### config.mk
export PLATFORM = sky130hd
export DESIGN_NAME = iir2_coef_regs_flat
export DESIGN_NICKNAME = d
export VERILOG_FILES = /design/src/iir2_pkg.sv /design/src/iir2_if.sv /design/src/iir2_coef_regs.sv /design/src/flat_wrapper.sv
export SDC_FILE = /design/constraint.sdc
export NUM_CORES = 1
export LEC_CHECK = 0
export BUFFER_PORTS_ARGS = -buffer_cell sky130_fd_sc_hd__buf_4
export CORE_MARGIN = 2
export CORE_UTILIZATION = 45
export DETAILED_ROUTE_END_ITERATION = 8
export PLACE_DENSITY_LB_ADDON = 0.3
export SETUP_SLACK_MARGIN = 0.15
export SYNTH_ARGS = -nofsm -noshare
export SYNTH_HDL_FRONTEND = slang
export SYNTH_SLANG_ARGS = --single-unit
### constraint.sdc
create_clock -name i_clk -period 1.4 [get_ports i_clk]
set_input_delay 0.14 -clock i_clk [delete_from_list [all_inputs] [get_ports i_clk]]
set_output_delay 0.14 -clock i_clk [all_outputs]
set_load 0.005 [all_outputs]
### src/iir2_pkg.sv
`timescale 1ns / 1ps
// ----------------------------------------------------------------------------
// iir2_pkg
// Shared constants and register indexes of the second-order IIR low-pass.
// ----------------------------------------------------------------------------
package iir2_pkg;

    localparam int CFG_IDX_W = 8;

    typedef enum logic [CFG_IDX_W-1:0] {
        REG_COEF_IN_NOW  = 8'd0,
        REG_COEF_IN_PREV = 8'd1,
        REG_COEF_FB_ONE  = 8'd2,
        REG_COEF_FB_TWO  = 8'd3
    } t_reg_idx;

    localparam int NUM_COEFS = 4;

endpackage

### src/iir2_if.sv


interface iir2_cfg_if #(
    parameter int COEF_WIDTH = 18
);
    logic                              valid;
    logic                              ready;
    logic [iir2_pkg::CFG_IDX_W-1:0]    index;
    logic [COEF_WIDTH-1:0]             data;

    modport source (output valid, output index, output data, input ready);
    modport sink   (input valid, input index, input data, output ready);
endinterface

### src/iir2_coef_regs.sv
`timescale 1ns / 1ps
// ----------------------------------------------------------------------------
// iir2_coef_regs
// Coefficient register file, written through the configuration channel.
// ----------------------------------------------------------------------------
module iir2_coef_regs #(
    parameter int COEF_FRAC_BITS = 16
) (
    input  logic                                i_clk,
    input  logic                                i_rst_n,
    iir2_cfg_if.sink                            i_cfg,
    output logic [iir2_pkg::NUM_COEFS-1:0][COEF_FRAC_BITS+1:0] o_coefs
);

    localparam int COEF_WIDTH = COEF_FRAC_BITS + 2;

    logic [iir2_pkg::NUM_COEFS-1:0][COEF_WIDTH-1:0] r_coefs;

    assign i_cfg.ready = 1'b1;
    assign o_coefs     = r_coefs;

    always_ff @(posedge i_clk) begin
        if (!i_rst_n) begin
            r_coefs[0] <= {2'b01, {COEF_FRAC_BITS{1'b0}}};
            r_coefs[1] <= '0;
            r_coefs[2] <= '0;
            r_coefs[3] <= '0;
        end else if (i_cfg.valid) begin
            case (i_cfg.index)
                iir2_pkg::REG_COEF_IN_NOW:  r_coefs[0] <= i_cfg.data;
                iir2_pkg::REG_COEF_IN_PREV: r_coefs[1] <= i_cfg.data;
                iir2_pkg::REG_COEF_FB_ONE:  r_coefs[2] <= i_cfg.data;
                iir2_pkg::REG_COEF_FB_TWO:  r_coefs[3] <= i_cfg.data;
                default: begin
                end
            endcase
        end
    end

endmodule

### src/flat_wrapper.sv
// flat-port wrapper written by rule: the top's interface ports become plain ports
module iir2_coef_regs_flat 
#(
    parameter int COEF_FRAC_BITS = 16
)
  (i_clk, i_rst_n, o_coefs, i_cfg_valid, i_cfg_index, i_cfg_data, i_cfg_ready);
  iir2_cfg_if i_cfg_i ();
  input  logic i_clk;
  input  logic i_rst_n;
  output logic [iir2_pkg::NUM_COEFS-1:0][COEF_FRAC_BITS+1:0] o_coefs;
  input wire logic [$bits(i_cfg_i.valid)-1:0] i_cfg_valid;
  input wire logic [$bits(i_cfg_i.index)-1:0] i_cfg_index;
  input wire logic [$bits(i_cfg_i.data)-1:0] i_cfg_data;
  output wire logic [$bits(i_cfg_i.ready)-1:0] i_cfg_ready;
  assign i_cfg_i.valid = i_cfg_valid;
  assign i_cfg_i.index = i_cfg_index;
  assign i_cfg_i.data = i_cfg_data;
  assign i_cfg_ready = i_cfg_i.ready;
  iir2_coef_regs #(.COEF_FRAC_BITS(COEF_FRAC_BITS)) u_core (.i_clk(i_clk), .i_rst_n(i_rst_n), .i_cfg(i_cfg_i), .o_coefs(o_coefs));
endmodule
## Word level (Yosys, flattened, before mapping)

Index checks and enable logic that the tools add are counted.

- Reductions and logical operators: 5
- Shift-type cells: 0
- Equality and inequality tests: 3
- $mul: 0
- Divide/modulo/power cells: 0
- $lt $le $gt $ge: 0
- Muxes and demuxes: 0
- $add $sub $neg: 0
- Bitwise logic cells: 0

Operators by type and width:

| operator | number |
|---|---|
| $eq 8x2->1 const B | 2 |
| $eq 8x1->1 const B | 1 |
| $logic_not 8->1 | 1 |
| $reduce_and 2->1 | 4 |

- Flip-flop bits (word level): 72
- Input bits: 29
- Bits in latches: 0
- Output and inout port bits: 73
- Memory bits (read-only): 0
- Memory bits (writable): 0
- Memories: 0
- Word-level logic and storage cells: 12

## Longest topological paths before layout

- Depth after elaboration: 2
- Mapped depth: 5
- Gate-level depth less buffers: 3

## Least setup slack after synthesis

OpenSTA, ideal clock, no wires.

- Path kind: input-to-reg
- Start point: input port i_cfg_index[6]
- End point: register u_core.r_coefs, in the netlist u_core.o_coefs[1]
- Arrival time: 1132 ps
- Library setup time: 72 ps
- Data required time: 1328 ps
- Slack: 196 ps
- Cell stages on the path: 5
- Buffers on the path: 2
- Cell sequence: nor4b_4 > and4bb_4 > buf_12 > buf_12 > mux2i_1

- Word-level cells in the longest chain between the ends: 2

RTL lines:

| what | RTL line | RTL |
|---|---|---|
| start: declaration | flat_wrapper.sv:12 | `input wire logic [$bits(i_cfg_i.index)-1:0] i_cfg_index;` |
| $logic_not 8->1 | iir2_coef_regs.sv:29 | `case (i_cfg.index)` |
| $reduce_and 2->1 (no line) | - |  |
| end: declaration | iir2_coef_regs.sv:17 | `logic [iir2_pkg::NUM_COEFS-1:0][COEF_WIDTH-1:0] r_coefs;` |

Every way passes these cells.
A chain may end at the register's enable or synchronous reset.

## Worst setup path in the final report

- Start point: input port i_cfg_index[6]
- End point: register u_core.r_coefs, in the netlist u_core.o_coefs[34]

- Word-level cells in the longest chain between the ends: 2

RTL lines:

| what | RTL line |
|---|---|
| $eq 8x1->1 | iir2_coef_regs.sv:29 |
| $reduce_and 2->1 (no line) | - |

Every way passes these cells.

==> impl_metrics.ini <==
[status]
status = finished clean

[cells_and_area]
stdcell_area_um2 = 3760
nNetsFinal = 390
fillers = 506
final_layout_size_suffix_gt1_share_pct = 34.7
layout_common_cells = 104 x buf_4, 89 x nand2_1, 72 x mux2i_1, 72 x dfxtp_1, 10 x clkbuf_8
largest_reg_flops = 72
area_growth_pct = 36.9
antenna_cells = 0
mostFrequentLayoutCell = buf_4

[setup_path]
crit_arrival_ns = 1.28
path_max_fanout = 18
reg2reg_from = u_core.o_coefs[16]
worst_ep_required_time_ns = 1.66
reg2reg_to = u_core.o_coefs[16]
crit_type = in -> reg
worst_r2r_path_depth = 2
ff2ff_setup_slack_ns = 0.74
start_kind = input pin
endpoint_kind = flop

[detailed_routing]
drt_first_iter_violations = 65
drt-total-wl_um = 6240
via_per_inst = 4.86
wl_per_cell_um = 14.1
first_pass_iters = 4
drcViolationCount = 0
num_vias = 2144
ant_nets = 0

[timing]
maxSlewViolCount = 0
finalHoldViolations = 0
fmax_mhz = 977
setup-violations-final = 0
rsz0062_at_grt = false
period_minus_slack_ns = 1.02
period_share_pct = 73.1
fin_skew_ns = 0
tns_ns = 0

[synth]
synth_top_family_by_area = multiplexers
synth_top_area_share_pct = 52.4
synthDistinctLibCells = 15
synth-simple-area-share_pct = 15.3
syn_area_um2 = 2750
synth.avg_cell_area_um2 = 10.5
synthMuxAreaShare_pct = 26.2
synth_seq_cells = 72
ys_seq_area_share_pct = 52.4
synthXorXnorAreaFrac_pct = 0
synth_compound_area_share_pct = 0
synth_top_area_cell = dfxtp_1
syn_inst = 261
yosys-top-cells-area = dfxtp_1 52%, mux2i_1 26%, nand2_1 12%
syn-num-nets = 290
yosys_warnings = 0
synthAdderAreaFrac_pct = 0

[die]
die_x_um = 82.2
ios = 102
start_util_pct = 46.4
die_h_um = 82.2
die_area_um2 = 6750
coreArea_um2 = 5920
rows = 28

[worst_hold_path]
hold_end = u_core.o_coefs[16]
min_path_type = in -> reg
worstHoldStart = i_cfg_data[16]
hold_path_depth = 3

[global_route]
grt_start_max_net_pins = 59
grt_usage_pct = 19.0
grt_pass1_vias = 1958
grt-ovfl-total = 0
grt_pass1_wl_um = 9470
grt_antenna_before_repair = 0

[pwr]
power.leakage_nw = 1.81
ir_worst_vdd_mv = 0.672
cellPowerDensity_nw_per_um2 = 1070

[clock_network]
numCtsBuffers = 9
cts_root_buffer = clkbuf_8
htreeDepth = 3
cts_tree = built
cts.clk_slew.worst_paths_ns = 0.07
hold_buffers = 0
cts-resized-gates = 0
clock_path_buffers = 2
postCtsSetupRepairBufs = 0
worstSkewPairLatency_ns = 0.33
cts_sinks = 72

[placement]
dp_hpwl_um = 4300
portBuffers = 100
gp_congestion = 0.703
placed_cell_area_um2 = 3540

[flow_run]
timing.max_cap.violations = 0
[cell type report]
type / count / area, um^2 / area share, %
sequential: 72 / 1440 / 38.3
multi-input combinational: 170 / 1150 / 30.5
timing repair buffer: 108 / 861 / 22.9
clock buffer: 10 / 138 / 3.66
tap: 75 / 93.8 / 2.49
clock inverter: 6 / 82.6 / 2.19
[cells by family after synthesis]
| kind of cell | count (synthesis) |
|---|---|
| other | 1 |
| flip-flops | 72 |
| multiplexers | 72 |
| buffers and inverters | 19 |
| AND/OR/NAND/NOR | 97 |
[worst max path at each step]
stage / from / endpoint / slack, ns / depth (start not counted)
3_5_place_dp: i_cfg_index[6] / u_core.o_coefs[23] / 0.03 / 5
6_report: i_cfg_index[6] / u_core.o_coefs[34] / 0.38 / 5
3_3_place_gp: i_cfg_index[6] / u_core.o_coefs[28] / 0.09 / 5
4_1_cts: i_cfg_index[6] / u_core.o_coefs[34] / 0.39 / 5
2_1_floorplan: i_cfg_index[6] / u_core.o_coefs[1] / 0.20 / 5
5_1_grt: i_cfg_index[6] / u_core.o_coefs[34] / 0.30 / 5
[through the flow]
step | hold slack, ns | utilization (%) | worst slack, ns | total power [mW] | std cells
floorplan | 0.306 | - | 0.196 | 2.18 | 261
global placement | 0.416 | 59.8 | 0.0919 | 2.27 | 425
detailed placement | 0.417 | 59.8 | 0.0303 | 2.27 | 425
CTS | 0.0671 | 63.5 | 0.389 | 4.05 | 441
global route | 0.0838 | 63.5 | 0.304 | 4.17 | 441
finish | 0.101 | 63.5 | 0.377 | 4.01 | 441
[critical path, stage by stage]
cell     delay, ns
buf_4         0.12
nor4b_4       0.33
and4b_1       0.30
buf_12        0.19
mux2i_1       0.19
[Yosys cell counts, drive strengths merged]
master / n
nor2b: 2
nand4: 1
mux2i: 72
nand2: 89
conb: 1
and4bb: 1
and4b: 1
clkbuf: 10
buf: 9
dfxtp: 72
nand4b: 1
nor3: 1
nor4b: 1
[power breakdown]
part           switching [mW]  leakage, nW  internal (mW)  total [mW]
Combinational          0.0927         1.12         0.0790       0.172
Sequential            0.00145        0.580           2.05        2.05
Clock                   0.746        0.112           1.04        1.79
Total                   0.840         1.81           3.17        4.01
[metal layers]
layer / track usage (%) / share of wire, % / up-vias / routed length, um
met1: 25.4 / 45 / 991 / 2830
met4: 8.67 / 1.8 / 0 / 114
met2: 27.9 / 45 / 82 / 2800
li1: - / - / 1059 / -
met3: 6.20 / 7.9 / 12 / 491
met5: 0 / 0 / - / 0
No activity file was read; power rests on OpenSTA's default activity.
